===== config.mk =====
export PLATFORM = sky130hd
export DESIGN_NAME = curve_point_interpolator
export DESIGN_NICKNAME = d
export VERILOG_FILES = /design/src/rtl/core/cpi_pkg.sv /design/src/rtl/core/curve_point_interpolator.sv
export SDC_FILE = /design/constraint.sdc
export NUM_CORES = 2
export LEC_CHECK = 0
export ABC_CLOCK_PERIOD_IN_PS = 14670
export BUFFER_PORTS_ARGS = -buffer_cell sky130_fd_sc_hd__buf_4
export CAP_MARGIN = 5
export CORE_MARGIN = 1
export CORE_UTILIZATION = 56
export CTS_CLUSTER_DIAMETER = 40
export DETAILED_ROUTE_END_ITERATION = 7
export PLACE_DENSITY_LB_ADDON = 0.08
export SETUP_SLACK_MARGIN = 0.02
export SYNTH_ARGS = -nofsm -noshare
export SYNTH_HDL_FRONTEND = slang
export SYNTH_SLANG_ARGS = --single-unit

===== constraint.sdc =====
create_clock -name clock -period 14.67 [get_ports clock]
set_clock_uncertainty 0.05 [all_clocks]
set_input_delay 2.2005 -clock clock [delete_from_list [all_inputs] [get_ports clock]]
set_output_delay 2.2005 -clock clock [all_outputs]
set_load 0.05 [all_outputs]

===== src/rtl/core/cpi_pkg.sv =====
`timescale 1ns / 1ps
// ----------------------------------------------------------------------------
// cpi_pkg - curve point interpolator shared definitions
// fixed-point constants, field widths and port width helpers
// ----------------------------------------------------------------------------
package cpi_pkg;

   localparam int WORD_WIDTH_DEF = 32;   // default linear field width
   localparam int THETA_IN_W     = 32;   // heading in, q4.27
   localparam int THETA_OUT_W    = 30;   // wrapped heading out
   localparam int ANG_W          = 33;   // wrap accumulator
   localparam int DIG_W          = 16;   // multiplier digit width

   // pi and 2*pi in q4.27
   localparam logic [THETA_OUT_W-1:0] PI_Q     = 30'd421657428;
   localparam logic [THETA_OUT_W-1:0] TWO_PI_Q = 30'd843314856;

   // request word: seven fields, rounded up to whole bytes
   function automatic int req_data_width(input int w);
      return ((6 * w + THETA_IN_W + 7) >> 3) << 3;
   endfunction

   // response word: six fields, rounded up to whole bytes
   function automatic int rsp_data_width(input int w);
      return ((5 * w + THETA_OUT_W + 7) >> 3) << 3;
   endfunction

endpackage


===== src/rtl/core/curve_point_interpolator.sv =====
`timescale 1ns / 1ps
// ----------------------------------------------------------------------------
// curve_point_interpolator - path point interpolation at a query arc length
// blends x, y, kappa and dkappa linearly and heading along the short arc,
// using one shared multiplier digit and one restoring divider
// ----------------------------------------------------------------------------
// a first-point word (tuser 0) is stored in the accept cycle, no result
// a second-point word wraps both headings, then runs setup, multiply, divide,
//   round and apply for each field before its result word is registered
// the divider retires one quotient bit per cycle and takes most of that time
// a failed word (s0 >= s1) skips the datapath and goes straight to the result
// reset: synchronous, clears the sequencer, the result valid and the first point
// ----------------------------------------------------------------------------
module curve_point_interpolator #(
   parameter int WORD_WIDTH = cpi_pkg::WORD_WIDTH_DEF,
   localparam int REQ_DW = cpi_pkg::req_data_width(WORD_WIDTH),
   localparam int RSP_DW = cpi_pkg::rsp_data_width(WORD_WIDTH)
) (
   input  logic              clock,
   input  logic              reset,
   input  logic              req_tvalid,
   output logic              req_tready,
   // point_x, point_y, point_theta, point_kappa, point_dkappa, point_s, query_s
   input  logic [REQ_DW-1:0] req_tdata,
   // mode
   input  logic              req_tuser,
   output logic              rsp_tvalid,
   input  logic              rsp_tready,
   // out_x, out_y, out_theta, out_kappa, out_dkappa, out_s
   output logic [RSP_DW-1:0] rsp_tdata,
   // failed
   output logic              rsp_tuser
);
   import cpi_pkg::*;

   localparam int W   = WORD_WIDTH;
   // operand magnitude: a linear difference or the heading difference
   localparam int AW  = (W > THETA_OUT_W) ? W : THETA_OUT_W;
   localparam int PW  = AW + W;                    // full product width
   localparam int ND  = (W + DIG_W - 1) / DIG_W;   // multiplier digits
   localparam int NPW = ND * DIG_W;
   // quotient register, wide enough for the heading modulus
   localparam int QW  = (W + 2 > THETA_OUT_W) ? W + 2 : THETA_OUT_W;
   localparam int SW  = QW + 2;                    // blend sum width
   localparam int CW  = $clog2(PW);

   localparam logic signed [ANG_W-1:0]     PI_A     = ANG_W'(PI_Q);
   localparam logic signed [ANG_W-1:0]     TWO_PI_A = ANG_W'(TWO_PI_Q);
   localparam logic signed [THETA_OUT_W:0] PI_D     = {1'b0, PI_Q};
   localparam logic signed [THETA_OUT_W:0] TWO_PI_D = {1'b0, TWO_PI_Q};
   localparam logic [QW:0]                 MOD_Q    = (QW+1)'(TWO_PI_Q);

   // sequencer states
   localparam logic [3:0] ST_IDLE  = 4'd0;
   localparam logic [3:0] ST_WRAP  = 4'd1;
   localparam logic [3:0] ST_DIFF  = 4'd2;
   localparam logic [3:0] ST_SETUP = 4'd3;
   localparam logic [3:0] ST_MUL   = 4'd4;
   localparam logic [3:0] ST_DIV   = 4'd5;
   localparam logic [3:0] ST_FIN   = 4'd6;
   localparam logic [3:0] ST_APPLY = 4'd7;
   localparam logic [3:0] ST_DONE  = 4'd8;

   // field being blended, in result order
   localparam logic [2:0] FLD_X  = 3'd0;
   localparam logic [2:0] FLD_Y  = 3'd1;
   localparam logic [2:0] FLD_TH = 3'd2;
   localparam logic [2:0] FLD_K  = 3'd3;
   localparam logic [2:0] FLD_DK = 3'd4;

   // what the angle wrap loop is reducing
   localparam logic [1:0] WS_T0 = 2'd0;
   localparam logic [1:0] WS_T1 = 2'd1;
   localparam logic [1:0] WS_TH = 2'd2;

   // ---------------------------------------------------------------- input word
   logic signed [W-1:0]          in_x, in_y, in_k, in_dk, in_s, in_q;
   logic        [THETA_IN_W-1:0] in_th;

   assign in_x  = req_tdata[0 +: W];
   assign in_y  = req_tdata[W +: W];
   assign in_th = req_tdata[2*W +: THETA_IN_W];
   assign in_k  = req_tdata[2*W+THETA_IN_W +: W];
   assign in_dk = req_tdata[3*W+THETA_IN_W +: W];
   assign in_s  = req_tdata[4*W+THETA_IN_W +: W];
   assign in_q  = req_tdata[5*W+THETA_IN_W +: W];

   // ---------------------------------------------------------------- registers
   logic [3:0] st_ff, st_in;
   logic [1:0] wsel_ff, wsel_in;
   logic [2:0] fld_ff, fld_in;

   // stored first point (reset to zero)
   logic signed [W-1:0]          fp_x_ff, fp_x_in, fp_y_ff, fp_y_in;
   logic signed [W-1:0]          fp_k_ff, fp_k_in, fp_dk_ff, fp_dk_in;
   logic signed [W-1:0]          fp_s_ff, fp_s_in;
   logic        [THETA_IN_W-1:0] fp_th_ff, fp_th_in;

   // second point, held for the whole item
   logic signed [W-1:0]          p1_x_ff, p1_x_in, p1_y_ff, p1_y_in;
   logic signed [W-1:0]          p1_k_ff, p1_k_in, p1_dk_ff, p1_dk_in;
   logic        [THETA_IN_W-1:0] p1_th_ff, p1_th_in;

   // weight numerator (sign and magnitude) and denominator
   logic                 num_neg_ff, num_neg_in;
   logic [W-1:0]         num_mag_ff, num_mag_in;
   logic [W-1:0]         den_ff, den_in;

   // headings as wrapped angle plus pi, in [0, 2pi)
   logic [THETA_OUT_W-1:0]        t0p_ff, t0p_in, t1p_ff, t1p_in;
   logic signed [THETA_OUT_W:0]   d_ff, d_in;
   logic signed [ANG_W-1:0]       ang_ff, ang_in;

   // shared multiply / divide datapath
   logic [AW-1:0]  a_ff, a_in;
   logic           neg_ff, neg_in;
   logic [PW-1:0]  acc_ff, acc_in;
   logic [NPW-1:0] nsh_ff, nsh_in;
   logic [CW-1:0]  cnt_ff, cnt_in;
   logic [W-1:0]   rem_ff, rem_in;
   logic [QW-1:0]  q_ff, q_in;
   logic           big_ff, big_in;

   // result being built
   logic signed [W-1:0]           res_x_ff, res_x_in, res_y_ff, res_y_in;
   logic signed [W-1:0]           res_k_ff, res_k_in, res_dk_ff, res_dk_in;
   logic signed [W-1:0]           res_s_ff, res_s_in;
   logic signed [THETA_OUT_W-1:0] res_th_ff, res_th_in;
   logic                          res_fail_ff, res_fail_in;

   // output register
   logic              rsp_valid_ff, rsp_valid_in;
   logic [RSP_DW-1:0] rsp_data_ff, rsp_data_in;
   logic              rsp_fail_ff, rsp_fail_in;

   // ---------------------------------------------------------------- datapath
   logic                req_accept;
   logic                order_bad;
   logic signed [W:0]   num_full, den_full;
   logic [W-1:0]        num_mag;

   assign req_tready = (st_ff == ST_IDLE);
   assign req_accept = req_tvalid && req_tready;

   // s0 >= s1 means no valid weight
   assign order_bad = (fp_s_ff >= in_s);
   assign num_full  = $signed({in_q[W-1], in_q}) - $signed({fp_s_ff[W-1], fp_s_ff});
   assign den_full  = $signed({in_s[W-1], in_s}) - $signed({fp_s_ff[W-1], fp_s_ff});
   assign num_mag   = num_full[W] ? W'(~num_full + 1'b1) : num_full[W-1:0];

   // angle wrap: add pi, then fold into [0, 2pi) one step a cycle
   logic signed [ANG_W-1:0] ang_t0, ang_t1, ang_less_pi, ang_th, q_ang;

   assign ang_t0      = $signed({fp_th_ff[THETA_IN_W-1], fp_th_ff}) + PI_A;
   assign ang_t1      = $signed({p1_th_ff[THETA_IN_W-1], p1_th_ff}) + PI_A;
   assign ang_less_pi = ang_ff - PI_A;
   assign q_ang       = $signed({3'b000, q_ff[THETA_OUT_W-1:0]});
   assign ang_th      = $signed({3'b000, t0p_ff}) + (neg_ff ? -q_ang : q_ang);

   // short-arc heading difference, exactly +pi or -pi is kept as it is
   logic signed [THETA_OUT_W:0] dd, d_adj;

   assign dd = $signed({1'b0, t1p_ff}) - $signed({1'b0, t0p_ff});

   always_comb begin
      if (dd > PI_D) begin
         d_adj = dd - TWO_PI_D;
      end else if (dd < -PI_D) begin
         d_adj = dd + TWO_PI_D;
      end else begin
         d_adj = dd;
      end
   end

   // endpoint values of the current field
   logic signed [W-1:0] v0, v1;

   always_comb begin
      case (fld_ff)
         FLD_X: begin
            v0 = fp_x_ff;
            v1 = p1_x_ff;
         end
         FLD_Y: begin
            v0 = fp_y_ff;
            v1 = p1_y_ff;
         end
         FLD_K: begin
            v0 = fp_k_ff;
            v1 = p1_k_ff;
         end
         default: begin
            v0 = fp_dk_ff;
            v1 = p1_dk_ff;
         end
      endcase
   end

   // operand: v1 - v0, or the heading difference
   logic signed [W:0]  dv;
   logic signed [AW:0] opd;
   logic [AW-1:0]      op_mag;

   assign dv     = $signed({v1[W-1], v1}) - $signed({v0[W-1], v0});
   assign opd    = (fld_ff == FLD_TH) ? (AW+1)'(d_ff) : (AW+1)'(dv);
   assign op_mag = opd[AW] ? AW'(~opd + 1'b1) : opd[AW-1:0];

   // one digit of the numerator per cycle, most significant first
   logic [DIG_W-1:0]    digit;
   logic [AW+DIG_W-1:0] prod;
   logic [PW-1:0]       acc_mul;

   assign digit   = nsh_ff[NPW-1 -: DIG_W];
   assign prod    = a_ff * digit;
   assign acc_mul = (acc_ff << DIG_W) + PW'(prod);

   // restoring divide step, one quotient bit per cycle
   logic [W:0]  r2, rsub;
   logic        div_ge;
   logic [QW:0] qsh, q_mod;

   assign r2     = {rem_ff, acc_ff[PW-1]};
   assign rsub   = r2 - {1'b0, den_ff};
   assign div_ge = (r2 >= {1'b0, den_ff});
   assign qsh    = {q_ff, div_ge};
   assign q_mod  = (qsh >= MOD_Q) ? (qsh - MOD_Q) : qsh;

   // round to nearest, ties away from zero
   logic        rnd;
   logic [QW:0] qr;

   assign rnd = ({rem_ff, 1'b0} >= {1'b0, den_ff});
   assign qr  = {1'b0, q_ff} + QW'(rnd);

   // blend and saturate
   logic signed [SW-1:0] qz, sum;
   logic                 ovf;
   logic signed [W-1:0]  sat;

   assign qz  = $signed({2'b00, q_ff});
   assign sum = SW'(v0) + (neg_ff ? -qz : qz);
   assign ovf = !((&sum[SW-1:W-1]) || !(|sum[SW-1:W-1]));

   always_comb begin
      if (big_ff) begin
         sat = neg_ff ? {1'b1, {(W-1){1'b0}}} : {1'b0, {(W-1){1'b1}}};
      end else if (ovf) begin
         sat = sum[SW-1] ? {1'b1, {(W-1){1'b0}}} : {1'b0, {(W-1){1'b1}}};
      end else begin
         sat = sum[W-1:0];
      end
   end

   // ---------------------------------------------------------------- sequencer
   always_comb begin
      st_in       = st_ff;
      wsel_in     = wsel_ff;
      fld_in      = fld_ff;
      fp_x_in     = fp_x_ff;
      fp_y_in     = fp_y_ff;
      fp_th_in    = fp_th_ff;
      fp_k_in     = fp_k_ff;
      fp_dk_in    = fp_dk_ff;
      fp_s_in     = fp_s_ff;
      p1_x_in     = p1_x_ff;
      p1_y_in     = p1_y_ff;
      p1_th_in    = p1_th_ff;
      p1_k_in     = p1_k_ff;
      p1_dk_in    = p1_dk_ff;
      num_neg_in  = num_neg_ff;
      num_mag_in  = num_mag_ff;
      den_in      = den_ff;
      t0p_in      = t0p_ff;
      t1p_in      = t1p_ff;
      d_in        = d_ff;
      ang_in      = ang_ff;
      a_in        = a_ff;
      neg_in      = neg_ff;
      acc_in      = acc_ff;
      nsh_in      = nsh_ff;
      cnt_in      = cnt_ff;
      rem_in      = rem_ff;
      q_in        = q_ff;
      big_in      = big_ff;
      res_x_in    = res_x_ff;
      res_y_in    = res_y_ff;
      res_th_in   = res_th_ff;
      res_k_in    = res_k_ff;
      res_dk_in   = res_dk_ff;
      res_s_in    = res_s_ff;
      res_fail_in = res_fail_ff;
      rsp_data_in = rsp_data_ff;
      rsp_fail_in = rsp_fail_ff;
      // a taken result word drops valid unless a new one loads below
      rsp_valid_in = rsp_valid_ff && !rsp_tready;

      case (st_ff)
         ST_IDLE: begin
            if (req_accept) begin
               if (!req_tuser) begin
                  // first point
                  fp_x_in  = in_x;
                  fp_y_in  = in_y;
                  fp_th_in = in_th;
                  fp_k_in  = in_k;
                  fp_dk_in = in_dk;
                  fp_s_in  = in_s;
               end else begin
                  p1_x_in     = in_x;
                  p1_y_in     = in_y;
                  p1_th_in    = in_th;
                  p1_k_in     = in_k;
                  p1_dk_in    = in_dk;
                  num_neg_in  = num_full[W];
                  num_mag_in  = num_mag;
                  den_in      = den_full[W-1:0];
                  ang_in      = ang_t0;
                  wsel_in     = WS_T0;
                  res_s_in    = in_q;
                  res_fail_in = 1'b0;
                  if (order_bad) begin
                     // all-zero point, failed flag set
                     res_x_in    = '0;
                     res_y_in    = '0;
                     res_th_in   = '0;
                     res_k_in    = '0;
                     res_dk_in   = '0;
                     res_s_in    = '0;
                     res_fail_in = 1'b1;
                     st_in       = ST_DONE;
                  end else begin
                     st_in = ST_WRAP;
                  end
               end
            end
         end

         ST_WRAP: begin
            if (ang_ff[ANG_W-1]) begin
               ang_in = ang_ff + TWO_PI_A;
            end else if (ang_ff >= TWO_PI_A) begin
               ang_in = ang_ff - TWO_PI_A;
            end else begin
               case (wsel_ff)
                  WS_T0: begin
                     t0p_in  = ang_ff[THETA_OUT_W-1:0];
                     ang_in  = ang_t1;
                     wsel_in = WS_T1;
                  end
                  WS_T1: begin
                     t1p_in = ang_ff[THETA_OUT_W-1:0];
                     st_in  = ST_DIFF;
                  end
                  default: begin
                     // blended heading done, back to the linear fields
                     res_th_in = ang_less_pi[THETA_OUT_W-1:0];
                     fld_in    = FLD_K;
                     st_in     = ST_SETUP;
                  end
               endcase
            end
         end

         ST_DIFF: begin
            d_in   = d_adj;
            fld_in = FLD_X;
            st_in  = ST_SETUP;
         end

         ST_SETUP: begin
            a_in   = op_mag;
            neg_in = opd[AW] ^ num_neg_ff;
            acc_in = '0;
            nsh_in = NPW'(num_mag_ff);
            cnt_in = '0;
            st_in  = ST_MUL;
         end

         ST_MUL: begin
            acc_in = acc_mul;
            nsh_in = nsh_ff << DIG_W;
            if (cnt_ff == CW'(ND - 1)) begin
               cnt_in = '0;
               rem_in = '0;
               q_in   = '0;
               big_in = 1'b0;
               st_in  = ST_DIV;
            end else begin
               cnt_in = cnt_ff + 1'b1;
            end
         end

         ST_DIV: begin
            acc_in = acc_ff << 1;
            rem_in = div_ge ? rsub[W-1:0] : r2[W-1:0];
            if (fld_ff == FLD_TH) begin
               // heading quotient is kept modulo 2pi
               q_in = q_mod[QW-1:0];
            end else begin
               // sticky overflow: the blend saturates anyway
               q_in   = qsh[QW-1:0];
               big_in = big_ff | q_ff[QW-1];
            end
            if (cnt_ff == CW'(PW - 1)) begin
               st_in = ST_FIN;
            end else begin
               cnt_in = cnt_ff + 1'b1;
            end
         end

         ST_FIN: begin
            if (fld_ff == FLD_TH) begin
               q_in = (qr == MOD_Q) ? '0 : qr[QW-1:0];
            end else begin
               q_in   = qr[QW-1:0];
               big_in = big_ff | qr[QW];
            end
            st_in = ST_APPLY;
         end

         ST_APPLY: begin
            if (fld_ff == FLD_TH) begin
               ang_in  = ang_th;
               wsel_in = WS_TH;
               st_in   = ST_WRAP;
            end else begin
               case (fld_ff)
                  FLD_X:   res_x_in  = sat;
                  FLD_Y:   res_y_in  = sat;
                  FLD_K:   res_k_in  = sat;
                  default: res_dk_in = sat;
               endcase
               fld_in = fld_ff + 1'b1;
               st_in  = (fld_ff == FLD_DK) ? ST_DONE : ST_SETUP;
            end
         end

         ST_DONE: begin
            if (!rsp_valid_ff || rsp_tready) begin
               rsp_data_in  = RSP_DW'({res_s_ff, res_dk_ff, res_k_ff, res_th_ff,
                                       res_y_ff, res_x_ff});
               rsp_fail_in  = res_fail_ff;
               rsp_valid_in = 1'b1;
               st_in        = ST_IDLE;
            end
         end

         default: begin
            st_in = ST_IDLE;
         end
      endcase
   end

   // control and stored first point
   always_ff @(posedge clock) begin
      if (reset) begin
         st_ff        <= ST_IDLE;
         rsp_valid_ff <= 1'b0;
         fp_x_ff      <= '0;
         fp_y_ff      <= '0;
         fp_th_ff     <= '0;
         fp_k_ff      <= '0;
         fp_dk_ff     <= '0;
         fp_s_ff      <= '0;
      end else begin
         st_ff        <= st_in;
         rsp_valid_ff <= rsp_valid_in;
         fp_x_ff      <= fp_x_in;
         fp_y_ff      <= fp_y_in;
         fp_th_ff     <= fp_th_in;
         fp_k_ff      <= fp_k_in;
         fp_dk_ff     <= fp_dk_in;
         fp_s_ff      <= fp_s_in;
      end
   end

   // payload
   always_ff @(posedge clock) begin
      wsel_ff     <= wsel_in;
      fld_ff      <= fld_in;
      p1_x_ff     <= p1_x_in;
      p1_y_ff     <= p1_y_in;
      p1_th_ff    <= p1_th_in;
      p1_k_ff     <= p1_k_in;
      p1_dk_ff    <= p1_dk_in;
      num_neg_ff  <= num_neg_in;
      num_mag_ff  <= num_mag_in;
      den_ff      <= den_in;
      t0p_ff      <= t0p_in;
      t1p_ff      <= t1p_in;
      d_ff        <= d_in;
      ang_ff      <= ang_in;
      a_ff        <= a_in;
      neg_ff      <= neg_in;
      acc_ff      <= acc_in;
      nsh_ff      <= nsh_in;
      cnt_ff      <= cnt_in;
      rem_ff      <= rem_in;
      q_ff        <= q_in;
      big_ff      <= big_in;
      res_x_ff    <= res_x_in;
      res_y_ff    <= res_y_in;
      res_th_ff   <= res_th_in;
      res_k_ff    <= res_k_in;
      res_dk_ff   <= res_dk_in;
      res_s_ff    <= res_s_in;
      res_fail_ff <= res_fail_in;
      rsp_data_ff <= rsp_data_in;
      rsp_fail_ff <= rsp_fail_in;
   end

   assign rsp_tvalid = rsp_valid_ff;
   assign rsp_tdata  = rsp_data_ff;
   assign rsp_tuser  = rsp_fail_ff;

endmodule


==> results.md <==
* Slew at the pin closest to its max-slew limit at approximately 1.2 ns
* CP Class: reg2reg
* Yosys cell types at 119
* Worst R2R End: acc_ff[47]$_DFFE_PP_
* Post-synthesis cell count at 7936
* DP HPWL at 179000 um
* Area Overhead vs Synth at 13.2%
* Critical Path Max Stage Delay at 0.85 ns
* Sw Pwr at roughly 7.4 mW
* Initial antenna violation count at 14
* Setup-failing EPs final at 0
* FMAX at 0.117 GHz
* Hold Startpoint: res_th_ff[18]$_SDFFCE_PN0P_
* Vias in the first global route at between 50000 and 60000
* Post-CTS Resized at 0
* Yosys warnings at 0
* Final hold vios at 0
* Slowest-stage cell, CP: a2111oi_0
* Buffers on Ports at around 420
* Lkg Pwr at 36.1 nW
* Synth area leader: edfxtp_1
* Post-synth EDFFs at between 900 and 1000
* Sw Share at 42.9%
* Unrepaired setup endpoints after global routing: no
* Final period utilization at approximately three fifths
* Hold Crit Class: reg2reg
* Non-Filler Instances at 10212
* Post-layout minimum cycle time at roughly 8.6 ns
* Number of buffers created by CTS at around 160
* Max Transition Viols Final at 0
* Remaining Overflow, GRT at 0
* Largest cells by area after synthesis: edfxtp_1, fa_1, ha_1
* Vias at between 60000 and 70000
* Synthesized cell area at slightly below 80000 um^2
* Post-synth top area share at 35.8%
* Root Driver: clkbuf_16
* Horiz. Die Dim at 377 um
* Postcts setup bufs at 0
* Dpl cells at 9901
* Clock power frac at 23.6%
* Num rows at 137
* Setup_tns at 0 ns
* Drt wl/cell at 23.2 um
* Max-cap violations at 0
* P_int at 9.82 mW
* Buf/Inv on CP at 4
* Clock slew at reported path FFs at approximately 0.07 ns
* Power per standard cell area at 193 nW/um^2
* Status: finished with violations
* I/O pin count at around 420
* GR Util All Layers at 33.1%
* Pre-antenna DRT Iters at 8
* Crit. End Element: flop
* Gpl congestion at about 1.0
* TritonCTS clock tree: done
* Iter 0 DRT Violations at between 6000 and 7000
* Worst-path fanout max at 32
* Startpoint class of the critical path: flop
* Share of flip-flops with an asynchronous set or reset at 0%
* VDD IR-drop max at approximately 0.22 mV
* Required @ worst endpoint at 15.14 ns
* R2r setup slk at 6.10 ns
* Critical path's top delay family: adder cells
* Max_slew headroom at around a fifth
* Flop pwr share at around a quarter
* Clock insertion delay at the later pin of the skew report at 0.83 ns
* Via/cell ratio at 6.01
* R2R cell count at 24
* Worst r2r src: nsh_ff[22]$_DFFE_PP_
* Final net count at 9263
* Largest net degree at the start of global routing at 176
* Hold_buf cts at 0
* Crit-path most repeated cell: fa_1
* CP cell instances: and2_1 > fa_1 > inv_1 > fa_1 > fa_1 > inv_1 > fa_1 > fa_1 > inv_1 > fa_1 > inv_1 > ha_1 > a21o_1 > a21o_1 > a2111oi_0 > o21a_1 > o31a_1 > o21ai_0 > a221o_1 > a221oi_1 > o21ai_0 > a21oi_1 > xor2_1 > o21ai_0
* Sequential-to-total area share from yosys stat at 40.8%
* Place WS at 6.14 ns
* DRC viols at 1
* Post-synthesis area per instance at a little under 10 um^2
* Arr. time, crit path at 9.04 ns
* Die Y at between 300 and 400 um
* Hold endpoint: rsp_tdata[82]$_DFFE_PP_
* Htree depth at 4
* Total Wirelength at 237000 um
* CTS max path bufs at 3
* First-pass GRT wire length at 356000 um
* Hold path depth at 0
* Synthesized flop and latch total at 1135
* Post-DRT Antenna Nets at 0
* Core area at roughly 140000 um^2
* Share of cells above drive strength 1 at 10.7%
* Tot Pwr at ~17 mW
* Die footprint at 142000 um^2
* Violated checks: design-rule violations
* Main synth FF type: edfxtp_1
* Initial Util at a little under three fifths
* Gate power share at between 50% and 60%
* CTS Sinks at 1135
* Setup WS post-layout at 6.10 ns
-- worst max path at each step --
stage,depth (start not counted),to,slack [ns],startpoint
after global routing,24,acc_ff[47]$_DFFE_PP_,5.77,nsh_ff[21]$_DFFE_PP_
final,24,acc_ff[47]$_DFFE_PP_,6.10,nsh_ff[22]$_DFFE_PP_
after global placement,24,acc_ff[47]$_DFFE_PP_,6.20,nsh_ff[22]$_DFFE_PP_
after detailed placement,24,acc_ff[47]$_DFFE_PP_,6.14,nsh_ff[22]$_DFFE_PP_
after CTS,24,acc_ff[47]$_DFFE_PP_,6.17,nsh_ff[22]$_DFFE_PP_
after floorplan,2,rsp_tdata[0]$_DFFE_PP_,3.15,rsp_tready
-- cell families (layout without fill, tap and decap cells) --
family / Yosys count / after routing / synth area share [%]
flip-flops: 1135 / 1135 / 40.8
adder cells (fa/ha/maj): 842 / 842 / 17.8
other: 1 / 8 / 0.00477
buffers and inverters: 1249 / 1642 / 6.12
AND/OR/NAND/NOR: 2398 / 2398 / 14.3
AO/OA/AOI/OAI: 1775 / 1775 / 14.9
multiplexers: 23 / 23 / 0.298
XOR/XNOR: 513 / 513 / 5.73
-- layout by cell type (no fill, tap or decap), types with 59 or more instances in the layout --
cell	count
nor2_1	316
and2_1	299
a21oi_1	574
xor2_1	186
nand3_1	118
nand2b_1	59
buf_4	488
fa_1	457
clkbuf_16	166
o21a_1	113
nand2_1	1143
ha_1	384
nand4_1	66
o21ai_0	262
a222oi_1	65
a21o_1	166
dfxtp_1	197
o22ai_1	73
inv_1	845
nor3_1	97
xnor2_1	326
edfxtp_1	938
-- power groups by stage --
stage | Combinational [mW] | Sequential [mW] | Clock (mW)
final | 8.61 | 4.53 | 4.05
after global routing | 9.40 | 4.56 | 4.23
after global placement | 8.34 | 4.56 | 0
after CTS | 8.47 | 4.51 | 4.09
after detailed placement | 8.41 | 4.57 | 0
after floorplan | 6.01 | 4.59 | 0
-- metrics by stage --
step | hold slack, ns | cell area, um^2 | util, %
after global placement | 0.350 | 83200 | 59.7
final | 0.361 | 89000 | 63.8
after CTS | 0.365 | 89000 | 63.8
after detailed placement | 0.355 | 83200 | 59.7
after floorplan | 0.350 | 78600 | -
after global routing | 0.364 | 89000 | 63.8
-- state kept, by name, summed over array words and instances, names as in the netlist, 33 cells and up --
signal / flops
rsp_tdata: 190
acc_ff: 64
q_ff: 34
ang_ff: 33
-- cell usage after synthesis (24+ instances only) --
cell      count
or3_1        44
fa_1        457
or2_2        24
o221ai_1     26
a21o_1      166
edfxtp_1    938
a31oi_1      50
a222oi_1     65
nand3_1     120
inv_1       845
nand2_1    1144
nor2b_1      58
nor2_1      325
o21bai_1     45
o22ai_1      73
o211ai_1     41
o31ai_1      41
nand2b_1     59
a21oi_1     577
nor3_1       99
o21ai_0     263
and3_1       50
nand4_1      66
ha_1        385
clkbuf_1    351
and2_1      299
a211oi_1     37
xnor2_1     326
o21a_1      113
xor2_1      186
dfxtp_1     197
-- routing by layer --
| metal | global-route usage (%) | vias up | wire, um |
|---|---|---|---|
| li1 | - | 28045 | - |
| met1 | 49.6 | 29950 | 105000 |
| met2 | 47.2 | 3032 | 99000 |
| met3 | 8.79 | 325 | 26300 |
| met4 | 8.57 | 18 | 5830 |
| met5 | 0 | - | 112 |
-- layout make-up --
type	count	area, um^2
diodes	6	15.0
clock buffers	189	4280
clock inverters	115	1440
fillers	11470	50400
inverters	848	3180
multi-input cells	5553	41900
flip-flops and latches	1135	32100
well taps	1876	2350
repair buffers	490	3690
Note: power is estimated with default switching activity, not from simulation.
